### config.mk
export PLATFORM = sky130hd
export DESIGN_NAME = four_class_priority_queue
export DESIGN_NICKNAME = d
export VERILOG_FILES = /design/src/hw/rtl/fcpq_pkg.sv /design/src/hw/rtl/four_class_priority_queue.sv /design/src/hw/rtl/fcpq_queue_ctl.sv /design/src/hw/rtl/fcpq_digit_stage.sv /design/src/hw/rtl/fcpq_slot_table.sv /design/src/hw/rtl/fcpq_out_fifo.sv
export SDC_FILE = /design/constraint.sdc
export NUM_CORES = 2
export LEC_CHECK = 0
export BUFFER_PORTS_ARGS = -buffer_cell sky130_fd_sc_hd__buf_2
export CORE_UTILIZATION = 56
export CTS_BUF_LIST = sky130_fd_sc_hd__clkbuf_4 sky130_fd_sc_hd__clkbuf_8
export DETAILED_ROUTE_END_ITERATION = 16
export PLACE_DENSITY = 0.72
export SETUP_SLACK_MARGIN = 0.1
export SLEW_MARGIN = 30
export SYNTH_ARGS = -nofsm -noshare
export SYNTH_HDL_FRONTEND = slang
export SYNTH_SLANG_ARGS = --single-unit
### constraint.sdc
create_clock -name aclk -period 8.7 [get_ports aclk]
set_input_delay 0.435 -clock aclk [delete_from_list [all_inputs] [get_ports aclk]]
set_output_delay 0.435 -clock aclk [all_outputs]
set_load 0.01 [all_outputs]
### src/hw/rtl/fcpq_pkg.sv
// Shared types and constants for the four-class priority queue.
// No dependencies; every other file imports this package.
package fcpq_pkg;

    localparam int ID_W            = 17;
    localparam int CLS_W           = 2;
    localparam int SLOT_W          = 4;
    localparam int NUM_CLASSES     = 4;
    localparam int IN_DATA_W       = 24;
    localparam int OUT_DATA_W      = 24;

    localparam int CLASS_DEPTH_DEF = 16;
    localparam int TABLE_SLOTS_DEF = 10;
    localparam int ID_DIGITS_DEF   = 5;

    // exact floor(v / 10) for any 32-bit v: (v * RECIP10) >> RECIP_SHIFT
    localparam int          RADIX       = 10;
    localparam logic [31:0] RECIP10     = 32'hCCCCCCCD;
    localparam int          RECIP_SHIFT = 35;
    localparam int          PROD_W      = ID_W + 32;

    typedef enum logic [1:0] {
        FUNC_PUSH = 2'd0,
        FUNC_CALL = 2'd1,
        FUNC_READ = 2'd2,
        FUNC_NONE = 2'd3
    } fcpq_func_t;

    typedef enum logic [1:0] {
        ST_OK      = 2'd0,
        ST_FULL    = 2'd1,
        ST_EMPTY   = 2'd2,
        ST_NO_SLOT = 2'd3
    } fcpq_status_t;

    // request context carried down the pipeline
    typedef struct packed {
        fcpq_func_t         func;
        logic [CLS_W-1:0]   cls;
        logic [SLOT_W-1:0]  sel;
        fcpq_status_t       status;
        logic               hit;     // call removed a record
    } fcpq_ctl_t;

    typedef struct packed {
        logic [ID_W-1:0]    id;
        logic [CLS_W-1:0]   cls;
        logic [SLOT_W-1:0]  slot;
        fcpq_status_t       status;
    } fcpq_res_t;

    // class 0 critical (1,1) ... class 3 low (0,0)
    function automatic logic [CLS_W-1:0] class_of(input logic impact, input logic likely);
        return {~impact, ~likely};
    endfunction

endpackage

### src/hw/rtl/four_class_priority_queue.sv
// Channel  Dir  tdata bits (low first)                         tuser
// s_axis   in   rec_id[16:0] impact[17] likely[18] sel[22:19]   func[1:0]
// m_axis   out  out_id[16:0] out_class[18:17] out_slot[22:19]   status[1:0]
//
// One request per cycle while s_axis_tready is high; a result passes the input register, the
// queue memory read, one digit-hash stage per decimal digit, the slot table and the result FIFO.
// Reset (aresetn low, synchronous) empties all class queues and the table valid bits.
// Credit-based: s_axis_tready drops only once ID_DIGITS + 5 requests sit unread,
// so a stalled m_axis side holds results without blocking intake until then.
// Top level; depends on fcpq_pkg and the fcpq_* submodules.
module four_class_priority_queue
    import fcpq_pkg::*;
#(
    parameter int CLASS_DEPTH = CLASS_DEPTH_DEF,
    parameter int TABLE_SLOTS = TABLE_SLOTS_DEF,
    parameter int ID_DIGITS   = ID_DIGITS_DEF
) (
    input  logic                  aclk,
    input  logic                  aresetn,
    input  logic                  s_axis_tvalid,
    output logic                  s_axis_tready,
    input  logic [IN_DATA_W-1:0]  s_axis_tdata,   // rec_id, impact_bit, likely_bit, slot_sel
    input  logic [1:0]            s_axis_tuser,   // func
    output logic                  m_axis_tvalid,
    input  logic                  m_axis_tready,
    output logic [OUT_DATA_W-1:0] m_axis_tdata,   // out_id, out_class, out_slot, pad
    output logic [1:0]            m_axis_tuser    // status
);

    localparam int ACC_W     = $clog2(TABLE_SLOTS + 9);
    localparam int OUT_DEPTH = ID_DIGITS + 5;

    logic      accept;
    logic      stg_valid [ID_DIGITS+1];
    fcpq_ctl_t stg_ctl   [ID_DIGITS+1];
    logic [ID_W-1:0]  stg_id  [ID_DIGITS+1];
    logic [ID_W-1:0]  stg_rem [ID_DIGITS+1];
    logic [ACC_W-1:0] stg_acc [ID_DIGITS+1];

    logic      tbl_valid;
    fcpq_res_t tbl_res, out_res;

    assign accept = s_axis_tvalid && s_axis_tready;

    fcpq_queue_ctl #(.CLASS_DEPTH(CLASS_DEPTH)) u_queue (
        .aclk      (aclk),
        .aresetn   (aresetn),
        .in_valid  (accept),
        .in_func   (fcpq_func_t'(s_axis_tuser)),
        .in_id     (s_axis_tdata[16:0]),
        .in_impact (s_axis_tdata[17]),
        .in_likely (s_axis_tdata[18]),
        .in_sel    (s_axis_tdata[22:19]),
        .out_valid (stg_valid[0]),
        .out_ctl   (stg_ctl[0]),
        .out_id    (stg_id[0])
    );

    assign stg_rem[0] = stg_id[0];
    assign stg_acc[0] = '0;

    for (genvar d = 0; d < ID_DIGITS; d++) begin : g_digit
        fcpq_digit_stage #(.TABLE_SLOTS(TABLE_SLOTS)) u_digit (
            .aclk      (aclk),
            .aresetn   (aresetn),
            .in_valid  (stg_valid[d]),
            .in_ctl    (stg_ctl[d]),
            .in_id     (stg_id[d]),
            .in_rem    (stg_rem[d]),
            .in_acc    (stg_acc[d]),
            .out_valid (stg_valid[d+1]),
            .out_ctl   (stg_ctl[d+1]),
            .out_id    (stg_id[d+1]),
            .out_rem   (stg_rem[d+1]),
            .out_acc   (stg_acc[d+1])
        );
    end

    fcpq_slot_table #(.TABLE_SLOTS(TABLE_SLOTS)) u_table (
        .aclk      (aclk),
        .aresetn   (aresetn),
        .in_valid  (stg_valid[ID_DIGITS]),
        .in_ctl    (stg_ctl[ID_DIGITS]),
        .in_id     (stg_id[ID_DIGITS]),
        .in_acc    (stg_acc[ID_DIGITS]),
        .out_valid (tbl_valid),
        .out_res   (tbl_res)
    );

    fcpq_out_fifo #(.DEPTH(OUT_DEPTH)) u_out (
        .aclk      (aclk),
        .aresetn   (aresetn),
        .in_accept (accept),
        .in_ready  (s_axis_tready),
        .wr_valid  (tbl_valid),
        .wr_res    (tbl_res),
        .rd_valid  (m_axis_tvalid),
        .rd_ready  (m_axis_tready),
        .rd_res    (out_res)
    );

    assign m_axis_tdata = {1'b0, out_res.slot, out_res.cls, out_res.id};
    assign m_axis_tuser = out_res.status;

endmodule

### src/hw/rtl/fcpq_queue_ctl.sv
// Input register, per-class FIFO pointers and the shared id memory.
// Depends on fcpq_pkg.
module fcpq_queue_ctl
    import fcpq_pkg::*;
#(
    parameter int CLASS_DEPTH = CLASS_DEPTH_DEF
) (
    input  logic              aclk,
    input  logic              aresetn,
    input  logic              in_valid,
    input  fcpq_func_t        in_func,
    input  logic [ID_W-1:0]   in_id,
    input  logic              in_impact,
    input  logic              in_likely,
    input  logic [SLOT_W-1:0] in_sel,
    output logic              out_valid,
    output fcpq_ctl_t         out_ctl,
    output logic [ID_W-1:0]   out_id
);

    localparam int PTR_W     = $clog2(CLASS_DEPTH);
    localparam int CNT_W     = $clog2(CLASS_DEPTH + 1);
    localparam int MEM_DEPTH = NUM_CLASSES << PTR_W;
    localparam logic [PTR_W-1:0] PTR_LAST = PTR_W'(CLASS_DEPTH - 1);
    localparam logic [CNT_W-1:0] CNT_FULL = CNT_W'(CLASS_DEPTH);

    logic              s1_valid_reg;
    fcpq_func_t        s1_func_reg;
    logic [ID_W-1:0]   s1_id_reg;
    logic [CLS_W-1:0]  s1_cls_reg;
    logic [SLOT_W-1:0] s1_sel_reg;

    logic [PTR_W-1:0]  head_reg  [NUM_CLASSES];
    logic [PTR_W-1:0]  head_next [NUM_CLASSES];
    logic [PTR_W-1:0]  tail_reg  [NUM_CLASSES];
    logic [PTR_W-1:0]  tail_next [NUM_CLASSES];
    logic [CNT_W-1:0]  count_reg [NUM_CLASSES];
    logic [CNT_W-1:0]  count_next[NUM_CLASSES];

    logic [ID_W-1:0]   id_mem [MEM_DEPTH];
    logic [ID_W-1:0]   rd_data_reg;

    logic              s2_valid_reg;
    fcpq_ctl_t         s2_ctl_reg;
    fcpq_ctl_t         s2_ctl_next;

    logic              is_push, is_call, push_full, push_ok, call_ok, any_busy;
    logic [CLS_W-1:0]  pick_cls;
    logic [CLS_W+PTR_W-1:0] wr_addr, rd_addr;

    always_ff @(posedge aclk) begin
        if (!aresetn) begin
            s1_valid_reg <= 1'b0;
        end else begin
            s1_valid_reg <= in_valid;
        end
        if (in_valid) begin
            s1_func_reg <= in_func;
            s1_id_reg   <= in_id;
            s1_cls_reg  <= class_of(in_impact, in_likely);
            s1_sel_reg  <= in_sel;
        end
    end

    always_comb begin
        is_push   = s1_valid_reg && (s1_func_reg == FUNC_PUSH);
        is_call   = s1_valid_reg && (s1_func_reg == FUNC_CALL);
        push_full = (count_reg[s1_cls_reg] == CNT_FULL);
        push_ok   = is_push && !push_full;

        // highest-priority non-empty class wins (class 0 first)
        any_busy = 1'b1;
        pick_cls = '0;
        priority if (count_reg[0] != '0) pick_cls = CLS_W'(0);
        else if (count_reg[1] != '0)     pick_cls = CLS_W'(1);
        else if (count_reg[2] != '0)     pick_cls = CLS_W'(2);
        else if (count_reg[3] != '0)     pick_cls = CLS_W'(3);
        else                             any_busy = 1'b0;
        call_ok = is_call && any_busy;

        wr_addr = {s1_cls_reg, tail_reg[s1_cls_reg]};
        rd_addr = {pick_cls, head_reg[pick_cls]};

        for (int c = 0; c < NUM_CLASSES; c++) begin
            head_next[c]  = head_reg[c];
            tail_next[c]  = tail_reg[c];
            count_next[c] = count_reg[c];
        end
        if (push_ok) begin
            tail_next[s1_cls_reg]  = (tail_reg[s1_cls_reg] == PTR_LAST) ? '0
                                   : tail_reg[s1_cls_reg] + PTR_W'(1);
            count_next[s1_cls_reg] = count_reg[s1_cls_reg] + CNT_W'(1);
        end
        if (call_ok) begin
            head_next[pick_cls]  = (head_reg[pick_cls] == PTR_LAST) ? '0
                                 : head_reg[pick_cls] + PTR_W'(1);
            count_next[pick_cls] = count_reg[pick_cls] - CNT_W'(1);
        end

        s2_ctl_next.func   = s1_func_reg;
        s2_ctl_next.cls    = '0;
        s2_ctl_next.sel    = '0;
        s2_ctl_next.status = ST_OK;
        s2_ctl_next.hit    = call_ok;
        unique case (s1_func_reg)
            FUNC_PUSH: begin
                s2_ctl_next.cls    = s1_cls_reg;
                s2_ctl_next.status = push_full ? ST_FULL : ST_OK;
            end
            FUNC_CALL: begin
                s2_ctl_next.cls    = call_ok ? pick_cls : '0;
                s2_ctl_next.status = call_ok ? ST_OK : ST_EMPTY;
            end
            FUNC_READ: s2_ctl_next.sel = s1_sel_reg;
            FUNC_NONE: s2_ctl_next.status = ST_OK;
            default:   s2_ctl_next.status = ST_OK;
        endcase
    end

    always_ff @(posedge aclk) begin
        if (!aresetn) begin
            s2_valid_reg <= 1'b0;
            for (int c = 0; c < NUM_CLASSES; c++) begin
                head_reg[c]  <= '0;
                tail_reg[c]  <= '0;
                count_reg[c] <= '0;
            end
        end else begin
            s2_valid_reg <= s1_valid_reg;
            for (int c = 0; c < NUM_CLASSES; c++) begin
                head_reg[c]  <= head_next[c];
                tail_reg[c]  <= tail_next[c];
                count_reg[c] <= count_next[c];
            end
        end
        s2_ctl_reg <= s2_ctl_next;
    end

    always_ff @(posedge aclk) begin
        if (push_ok) begin
            id_mem[wr_addr] <= s1_id_reg;
        end
        rd_data_reg <= id_mem[rd_addr];
    end

    assign out_valid = s2_valid_reg;
    assign out_ctl   = s2_ctl_reg;
    assign out_id    = s2_ctl_reg.hit ? rd_data_reg : '0;

endmodule

### src/hw/rtl/fcpq_digit_stage.sv
// One decimal digit of the slot hash: peels the low digit off and folds it
// into the running sum mod TABLE_SLOTS. Depends on fcpq_pkg.
module fcpq_digit_stage
    import fcpq_pkg::*;
#(
    parameter int TABLE_SLOTS = TABLE_SLOTS_DEF
) (
    input  logic                                   aclk,
    input  logic                                   aresetn,
    input  logic                                   in_valid,
    input  fcpq_ctl_t                              in_ctl,
    input  logic [ID_W-1:0]                        in_id,
    input  logic [ID_W-1:0]                        in_rem,
    input  logic [$clog2(TABLE_SLOTS + 9)-1:0]     in_acc,
    output logic                                   out_valid,
    output fcpq_ctl_t                              out_ctl,
    output logic [ID_W-1:0]                        out_id,
    output logic [ID_W-1:0]                        out_rem,
    output logic [$clog2(TABLE_SLOTS + 9)-1:0]     out_acc
);

    localparam int ACC_W     = $clog2(TABLE_SLOTS + 9);
    localparam int RED_STEPS = (TABLE_SLOTS + 8) / TABLE_SLOTS;
    localparam logic [ACC_W-1:0] SLOTS = ACC_W'(TABLE_SLOTS);

    logic [PROD_W-1:0] prod;
    logic [ID_W-1:0]   quot, tens;
    logic [3:0]        digit;
    logic [ACC_W-1:0]  sum;

    logic              valid_reg;
    fcpq_ctl_t         ctl_reg;
    logic [ID_W-1:0]   id_reg, rem_reg;
    logic [ACC_W-1:0]  acc_reg;

    always_comb begin
        prod  = PROD_W'(in_rem) * PROD_W'(RECIP10);
        quot  = ID_W'(prod >> RECIP_SHIFT);
        tens  = (quot << 3) + (quot << 1);
        digit = 4'(in_rem - tens);
        sum   = in_acc + ACC_W'(digit);
        for (int k = 0; k < RED_STEPS; k++) begin
            if (sum >= SLOTS) begin
                sum = sum - SLOTS;
            end
        end
    end

    always_ff @(posedge aclk) begin
        if (!aresetn) begin
            valid_reg <= 1'b0;
        end else begin
            valid_reg <= in_valid;
        end
        ctl_reg <= in_ctl;
        id_reg  <= in_id;
        rem_reg <= quot;
        acc_reg <= sum;
    end

    assign out_valid = valid_reg;
    assign out_ctl   = ctl_reg;
    assign out_id    = id_reg;
    assign out_rem   = rem_reg;
    assign out_acc   = acc_reg;

endmodule

### src/hw/rtl/fcpq_slot_table.sv
// Processed-record table: written by a successful call, read by a slot
// read; also builds the final result. Depends on fcpq_pkg.
module fcpq_slot_table
    import fcpq_pkg::*;
#(
    parameter int TABLE_SLOTS = TABLE_SLOTS_DEF
) (
    input  logic                                   aclk,
    input  logic                                   aresetn,
    input  logic                                   in_valid,
    input  fcpq_ctl_t                              in_ctl,
    input  logic [ID_W-1:0]                        in_id,
    input  logic [$clog2(TABLE_SLOTS + 9)-1:0]     in_acc,
    output logic                                   out_valid,
    output fcpq_res_t                              out_res
);

    localparam int TS_W = $clog2(TABLE_SLOTS);

    logic [ID_W+CLS_W-1:0] tbl_mem [TABLE_SLOTS];
    logic [ID_W+CLS_W-1:0] rd_data_reg;
    logic                  slot_valid_reg [TABLE_SLOTS];

    logic                  wr_en, rd_en, sel_ok;
    logic [TS_W-1:0]       wr_idx, rd_idx;
    logic [SLOT_W-1:0]     slot_next;

    logic                  t_valid_reg;
    fcpq_ctl_t             t_ctl_reg;
    logic [ID_W-1:0]       t_id_reg;
    logic [SLOT_W-1:0]     t_slot_reg;
    logic                  t_found_reg;

    always_comb begin
        wr_en  = in_valid && in_ctl.hit;
        wr_idx = TS_W'(in_acc);
        sel_ok = int'(in_ctl.sel) < TABLE_SLOTS;
        rd_idx = TS_W'(in_ctl.sel);
        rd_en  = in_valid && (in_ctl.func == FUNC_READ) && sel_ok;
        unique case (in_ctl.func)
            FUNC_CALL: slot_next = in_ctl.hit ? SLOT_W'(in_acc) : '0;
            FUNC_READ: slot_next = in_ctl.sel;
            default:   slot_next = '0;
        endcase
    end

    always_ff @(posedge aclk) begin
        if (!aresetn) begin
            t_valid_reg <= 1'b0;
            for (int i = 0; i < TABLE_SLOTS; i++) begin
                slot_valid_reg[i] <= 1'b0;
            end
        end else begin
            t_valid_reg <= in_valid;
            if (wr_en) begin
                slot_valid_reg[wr_idx] <= 1'b1;
            end
        end
        t_ctl_reg   <= in_ctl;
        t_id_reg    <= in_id;
        t_slot_reg  <= slot_next;
        t_found_reg <= rd_en ? slot_valid_reg[rd_idx] : 1'b0;
    end

    always_ff @(posedge aclk) begin
        if (wr_en) begin
            tbl_mem[wr_idx] <= {in_id, in_ctl.cls};
        end
        if (rd_en) begin
            rd_data_reg <= tbl_mem[rd_idx];
        end
    end

    always_comb begin
        out_res.id     = t_id_reg;
        out_res.cls    = t_ctl_reg.cls;
        out_res.slot   = t_slot_reg;
        out_res.status = t_ctl_reg.status;
        if (t_ctl_reg.func == FUNC_READ) begin
            if (t_found_reg) begin
                out_res.id     = rd_data_reg[ID_W+CLS_W-1:CLS_W];
                out_res.cls    = rd_data_reg[CLS_W-1:0];
                out_res.status = ST_OK;
            end else begin
                out_res.id     = '0;
                out_res.cls    = '0;
                out_res.status = ST_NO_SLOT;
            end
        end
    end

    assign out_valid = t_valid_reg;

endmodule

### src/hw/rtl/fcpq_out_fifo.sv
// Result FIFO plus a credit count of every request in flight, so the
// pipeline never has to stall. Depends on fcpq_pkg.
module fcpq_out_fifo
    import fcpq_pkg::*;
#(
    parameter int DEPTH = ID_DIGITS_DEF + 5
) (
    input  logic      aclk,
    input  logic      aresetn,
    input  logic      in_accept,
    output logic      in_ready,
    input  logic      wr_valid,
    input  fcpq_res_t wr_res,
    output logic      rd_valid,
    input  logic      rd_ready,
    output fcpq_res_t rd_res
);

    localparam int AW = $clog2(DEPTH);
    localparam int CW = $clog2(DEPTH + 1);
    localparam logic [AW-1:0] PTR_LAST = AW'(DEPTH - 1);
    localparam logic [CW-1:0] CNT_MAX  = CW'(DEPTH);

    fcpq_res_t       buf_reg [DEPTH];
    logic [AW-1:0]   wr_ptr_reg, rd_ptr_reg;
    logic [CW-1:0]   fill_reg, fill_next;
    logic [CW-1:0]   credit_reg, credit_next;
    logic            pop;

    assign pop      = rd_valid && rd_ready;
    assign rd_valid = (fill_reg != '0);
    assign rd_res   = buf_reg[rd_ptr_reg];
    assign in_ready = (credit_reg != CNT_MAX);

    always_comb begin
        unique case ({wr_valid, pop})
            2'b10:   fill_next = fill_reg + CW'(1);
            2'b01:   fill_next = fill_reg - CW'(1);
            default: fill_next = fill_reg;
        endcase
        unique case ({in_accept, pop})
            2'b10:   credit_next = credit_reg + CW'(1);
            2'b01:   credit_next = credit_reg - CW'(1);
            default: credit_next = credit_reg;
        endcase
    end

    always_ff @(posedge aclk) begin
        if (!aresetn) begin
            wr_ptr_reg <= '0;
            rd_ptr_reg <= '0;
            fill_reg   <= '0;
            credit_reg <= '0;
        end else begin
            fill_reg   <= fill_next;
            credit_reg <= credit_next;
            if (wr_valid) begin
                wr_ptr_reg <= (wr_ptr_reg == PTR_LAST) ? '0 : wr_ptr_reg + AW'(1);
            end
            if (pop) begin
                rd_ptr_reg <= (rd_ptr_reg == PTR_LAST) ? '0 : rd_ptr_reg + AW'(1);
            end
        end
        if (wr_valid) begin
            buf_reg[wr_ptr_reg] <= wr_res;
        end
    end

endmodule

# Word level (Yosys, flattened, before mapping)
# Memories as Yosys holds them, arrays and structs flattened. A register that Yosys moved wholly into a read port is not among the register bits.
# Index checks and enable logic that the tools add are counted.
# W data, S select, Z words.
# word_totals
register_bits,289
ram_bits,1590
input_bits,30
out_inout_bits,28
wordCells,246
n_memories,7
# mem_list
memory,depth,width,read_ports,rd_clocked_by_memory_dff,wr,line,source
u_queue.id_mem,64,17,1,1,1,fcpq_queue_ctl.sv:40,logic [ID_W-1:0] id_mem [MEM_DEPTH];
u_out.buf_reg,10,25,1,1,1,fcpq_out_fifo.sv:24,fcpq_res_t buf_reg [DEPTH];
u_table.tbl_mem,10,19,1,1,1,fcpq_slot_table.sv:20,logic [ID_W+CLS_W-1:0] tbl_mem [TABLE_SLOTS];
u_queue.count_reg,4,5,6,1,4,fcpq_queue_ctl.sv:37,logic [CNT_W-1:0] count_reg [NUM_CLASSES];
u_queue.head_reg,4,4,5,0,4,fcpq_queue_ctl.sv:33,logic [PTR_W-1:0] head_reg [NUM_CLASSES];
u_queue.tail_reg,4,4,5,1,4,fcpq_queue_ctl.sv:35,logic [PTR_W-1:0] tail_reg [NUM_CLASSES];
1 more memories,--,--,--,--,--,--,
# classes
add_sub_neg,29
mul,5
magnitude_cmp,10
eq_ne,15
mux,76
bitwise,16
reduce_logical,22
# op_table
operator,n
$mux W4,20
$mul A17 B32 Y49 const B,1
$mul A14 B32 Y46 const B,1
$mux W5,9
$mul A11 B32 Y43 const B,1
$bwmux W20,2
$mul A8 B32 Y40 const B,1
$mux W20,2
$mux W19,2
$mul A5 B32 Y37 const B,1
$bwmux W16,2
$mux W16,2
$add A4 B1 Y4 const B,6
$pmux W4 S2,3
$add A4 B4 Y4,5
$add A5 B4 Y5,4
$demux W5 S2,2
$ge A5 B4 Y1 const B,4
$mux W2,10
$reduce_bool A5 Y1,4
$sub A4 B4 Y4,5
$mux W1,17
$mux W17,1
$demux W4 S2,2
25 further kinds,66

# Depth between registers and ports, before layout
# An unclocked memory read counts as a cell.
# depth
word_depth,14
ltp_mapped,29
depth_no_buf,29

# Hierarchy
# From an unflattened synthesis, not the netlist that was laid out.
# hier_totals
hier_cells,7710
area_unflattened_um2,99218.9
# by_module_without_submodules
mod,instances,cells_per_inst,area_each_um2,seq_area_each_um2
fcpq_queue_ctl,1,3336,46971.3,35103.7
fcpq_out_fifo,1,628,10915.5,7907.6
fcpq_slot_table,1,572,9440.3,7066.8
fcpq_digit_stage (g_digit[3].u_digit),1,672,6615.1,960.9
fcpq_digit_stage (g_digit[0].u_digit),1,641,6393.6,960.9
fcpq_digit_stage (g_digit[2].u_digit),1,626,6324.8,960.9
fcpq_digit_stage (g_digit[4].u_digit),1,618,6321.1,960.9
fcpq_digit_stage (g_digit[1].u_digit),1,614,6219.7,960.9
four_class_priority_queue,1,3,17.5,0.0

# Worst setup path before layout
# No wires, ideal clock.
# synth_timing
kind,reg2reg
startpoint,"register u_queue.s2_ctl_reg, in the netlist u_queue.out_ctl[0]"
endpoint,register g_digit[0].u_digit.acc_reg[2]
setup_time_ns,0.122
arrival_ns,6.654
required_time_ns,8.578
setup_slack_ns,1.924
path_stages_with_launch,26
path_buffers,2
period_less_slack_ns,6.776
path_cell_list,dfxtp_1 -> clkbuf_1 -> clkbuf_1 -> nand2_1 -> inv_1 -> ha_1 -> fa_1 -> fa_1 -> inv_1 -> fa_1 -> inv_1 -> fa_1 -> fa_1 -> ha_1 -> nand4_1 -> nor4_1 -> a22oi_1 -> nand4_1 -> a31oi_1 -> xnor2_1 -> ha_1 -> nand2_1 -> nand2_1 -> xor3_1 -> ha_1 -> a221o_1
# synth_via
elab_chain_len,6
elab_cells_between_ends,7
cone_classes,add/sub: 3; mul: 1; order compare: 1; mux: 2
# synth_lines
item,line,source
start: declaration,fcpq_queue_ctl.sv:44,fcpq_ctl_t s2_ctl_reg;
start signal: assignment,fcpq_queue_ctl.sv:136,s2_ctl_reg <= s2_ctl_next;
$mux W17 (*),fcpq_queue_ctl.sv:148,assign out_id = s2_ctl_reg.hit ? rd_data_reg : '0;
via g_digit[0].u_digit.in_id[2],fcpq_digit_stage.sv:12,"input logic [ID_W-1:0] in_id,"
$mul A17 B32 Y49 (*),fcpq_digit_stage.sv:37,prod = PROD_W'(in_rem) * PROD_W'(RECIP10);
via g_digit[0].u_digit.prod[36],fcpq_digit_stage.sv:26,logic [PROD_W-1:0] prod;
$add A4 B4 Y4 (*),fcpq_digit_stage.sv:39,tens = (quot << 3) + (quot << 1);
$sub A4 B4 Y4 (*),fcpq_digit_stage.sv:40,digit = 4'(in_rem - tens);
$sub A4 B4 Y5 / $ge A4 B4 Y1 (equally long branches),"fcpq_digit_stage.sv:44, fcpq_digit_stage.sv:43",
$mux W4 (*),fcpq_digit_stage.sv:43,if (sum >= SLOTS) begin
via g_digit[0].u_digit.sum[2],fcpq_digit_stage.sv:29,logic [ACC_W-1:0] sum;
end signal: assignment,fcpq_digit_stage.sv:58,acc_reg <= sum;
end: declaration,fcpq_digit_stage.sv:34,logic [ACC_W-1:0] acc_reg;
# The timed path passes the listed nets; every way through them passes the cells marked *.
# A chain may end at the register's enable or synchronous reset.

# Final worst setup path
# Ends and elaborated chain as after synthesis.

==> out/summary.log <==
[run_status] status completed
[power_and_ir_drop] largest vdd supply drop 0.1401 mV
[sta] clock skew after layout 95.90 ps
[floorplanning] area of the core 150,500 sq um
[synthesis] primary flip-flop cell chosen by synthesis mapping edfxtp_1
[synthesis] sequential-to-total area share from yosys stat 0.6355
[clock_network] cell chosen for the clock root clkbuf_8
[setup_path] Critical Path Sink Type flop
[sta] Final Max Tran Viols 0
[route] DRC violation count after routing 0
[run] max-cap viol count 0
[synthesis] top cell type by total area after synthesis edfxtp_1
[grt] largest net degree at the start of global routing 166
[power_and_ir_drop] static leakage power 36.83 nW
[clock_network] sinks on the clock net 1,921
[synthesis] average cell area after synthesis 13.75 sq um
[floorplanning] die extent in x 392.3 microns
[sta] minimum clock period 7840 ps
[power_and_ir_drop] Clock Power Share 0.411
[power_and_ir_drop] power density relative to cell area 202.3 nW/um^2
[final_layout] final core area utilization 0.6300
[route] Via-to-Cell Ratio 5.908
[synthesis] largest cells by area after synthesis edfxtp_1, dfxtp_1, ha_1
[clock_network] maximum clock insertion buffer count 4
[setup_path] Critical Path Stages 23
[power_and_ir_drop] switching share of total power 0.2244
[final_layout] layout cells sized above 1 0.1342
[synthesis] Mapped Cells 6,205
[clock_network] TritonCTS clock tree built
[hold_path] hold path depth 4
[setup_path] Critical Path, Cell by Cell nand2_1 -> inv_1 -> ha_1 -> inv_1 -> fa_1 -> fa_1 -> fa_1 -> inv_1 -> fa_1 -> fa_1 -> ha_1 -> a21oi_1 -> o21ai_0 -> inv_1 -> a21oi_1 -> a31oi_1 -> xnor2_1 -> ha_1 -> nand2_1 -> nand2_1 -> xor3_1 -> ha_1 -> a221o_1
[sta] total negative setup slack 0 ps
[grt] number of antenna violations at the first check in global routing 7
[clock_network] insertion delay to the later sink of the worst-skew pair 1040 ps
[power_and_ir_drop] Overall Power 19.18 mW
[power_and_ir_drop] switching power total 4.305 mW
[floorplanning] overall die height 392.3 microns
[route] average wire per standard cell 23.90 microns
[route] starting DRC count in detailed routing 5,272
[clock_network] H-Tree Depth 5
[placement] buffers added on ports 55
[grt] wire length of the first global-routing pass 313,400 microns
[sta] number of setup violations in the final report 0
[setup_path] number of cell instances on the worst register-to-register path 23
[clock_network] clock buffers created by TritonCTS 320
[power_and_ir_drop] fraction of power consumed by sequential logic 0.527
[synthesis] top cell type's share of synthesized area 0.5538
[synthesis] EDFF count, synth 1,573
[sta] Final Hold Violating Endpoints 0
[power_and_ir_drop] share of total power in combinational logic 0.063
[sta] slew at the pin with the worst max-slew slack 1109 ps
[floorplanning] number of placement rows 142
[setup_path] cell type group with the largest total delay on the critical path adder cells
[final_layout] number of nets in the final layout 7,172
[synthesis] Synth Warn # 0
[synthesis] synthesized flop and latch total 1,921
[route] aggregate routed wire length 208,700 microns
[setup_path] Setup Crit Path Kind reg2reg
[setup_path] crit path DAT 8690 ps
[floorplanning] effective utilization at floorplan 0.5668
[hold_path] worst hold path class in2reg
[route] via count 51,590
[floorplanning] Boundary Pins 58
[setup_path] data required time at the worst endpoint 9550 ps
[floorplanning] floorplan die area 153,900 sq um
[synthesis] leading cell types by count after synthesis edfxtp_1, nand2_1, ha_1
[route] antenna violation net count after detailed routing 0
[synthesis] total nets after synthesis 6,892
[setup_path] CP bufs+invs 4
[clock_network] count of cells resized by post-cts repair 0
[placement] RD Place Congestion 0.9128
[grt] GRT Resource Usage Total 0.2744
[grt] GRT Residual Overflow 0
[placement] DP HPWL 129,500 microns
[grt] via count of the first global-routing pass 51,800
[synthesis] Netlist Area Pre-Place 85,300 sq um
[sta] RSZ-0062 raised after global routing no
[setup_path] type of origin of the critical path flop
[sta] Rel. slew slack 0.2590
[synthesis] share of synthesized flip-flops with an asynchronous set or reset 0
[final_layout] relative area change from synthesis to final layout 11.15%
[setup_path] slowest stage cell on the critical path dfxtp_1
[route] TritonRoute pass-1 iters 6
[synthesis] post-synthesis cell type count 98
[setup_path] largest fanout on the critical path 20
[sta] period utilization 0.9011
[clock_network] clock transition at the registers of the reported paths 60 ps
[setup_path] cell with the most instances on the worst path fa_1
[final_layout] number of flip-flops under the largest register name 1,088
[setup_path] longest individual stage delay on the worst path 750 ps
[sta] upper clock frequency limit 127.6 MHz
[synthesis] count leader, synth edfxtp_1
[power_and_ir_drop] internal power of the cells 14.88 mW
cells by family (layout without fill, tap and decap cells):
group | Yosys count | in the layout | share of synthesized area
xor gates and xnor gates | 96 | 96 | 0.01019
buffers and inverters | 665 | 1165 | 0.03327
other | 1 | 12 | 0.00004396
muxes | 366 | 366 | 0.05741
adders and majority gates | 657 | 657 | 0.1150
DFF | 1921 | 1921 | 0.6355
AOI/OAI and AO/OA | 647 | 647 | 0.05177
and+or+nand+nor | 1852 | 1852 | 0.09683
layout make-up:
class	instances	area [sq um]
clock buffer	460	5662
multi-input combinational	3619	28580
timing repair buffer	216	1629
clock inverter	82	620.6
fill	10920	55680
antenna	11	27.53
sequential	1921	54220
tap	2016	2522
inverter	407	1545
what timing repair did:
item | 4_1_cts | 5_1_grt
endpoints found under the hold margin | 28 | 0
buffers inserted | 0 | 0
hold buffers | 28 | 0
final timing paths:
kind	from	to	slack, ps
worst max-delay path	u_queue.out_ctl[0]$_DFF_P_	g_digit[0].u_digit.out_acc[2]$_DFF_P_	860
worst min-delay path	m_axis_tready	flop	110
worst max register to register	u_queue.out_ctl[0]$_DFF_P_	g_digit[0].u_digit.out_acc[2]$_DFF_P_	860
worst min register to register	g_digit[0].u_digit.out_ctl[8]$_DFF_P_	g_digit[1].u_digit.out_ctl[8]$_DFF_P_	270
worst min-delay path, stage by stage:
cell and delay (ps):
buf_2 90, and2_1 250, xor2_1 180, and2_1 150
placed cells by master (no fill, tap or decap), types with 36 or more instances in the layout:
cell      count
clkbuf_8    353
nor2b_1      73
ha_1        445
nand3_1     358
dfxtp_1     342
clkinv_1     40
mux4_2       98
o21ai_0      69
buf_2        56
a31oi_1      65
nand2_1     984
nor2_1      127
and3_1       36
a211oi_1     52
fa_1        212
and2_1       45
clkbuf_4    107
a21oi_1     158
xnor2_1      62
nand4_1      70
inv_1       404
edfxtp_1   1573
buf_4       126
mux2i_1     262
routing by layer:
layer / vias to the layer above / GRT usage / share of wire
met5: - / 0 / 0.000062
met4: 2 / 0.1170 / 0.042
met3: 490 / 0.05462 / 0.092
met2: 2461 / 0.4522 / 0.48
met1: 25490 / 0.3546 / 0.38
li1: 23150 / - / -
through the flow:
| stage | cells | instance area [sq um] | worst slack [ps] | hold WS, ps |
|---|---|---|---|---|
| 5_1_grt | 8729 | 94800 | 378.3 | 81.38 |
| 4_1_cts | 8721 | 94770 | 856.6 | 35.02 |
| 2_1_floorplan | 6205 | 85300 | 1924 | 309.6 |
| 3_3_place_gp | 8148 | 88040 | 1023 | 309.9 |
| 3_5_place_dp | 8151 | 88200 | 915.4 | 312.0 |
| 6_report | 8732 | 94810 | 860.2 | 106.2 |
power by group through the flow:
| stage | clock, mW | combinational [mW] | sequential, mW |
|---|---|---|---|
| finish | 7.88 | 1.20 | 10.1 |
| global route | 8.38 | 1.34 | 10.1 |
| CTS | 7.97 | 1.20 | 10.1 |
| detailed placement | 0 | 1.18 | 10.3 |
| global placement | 0 | 1.13 | 10.3 |
| floorplan | 0 | 0.791 | 10.3 |
Note: power is estimated with default switching activity, not from simulation.
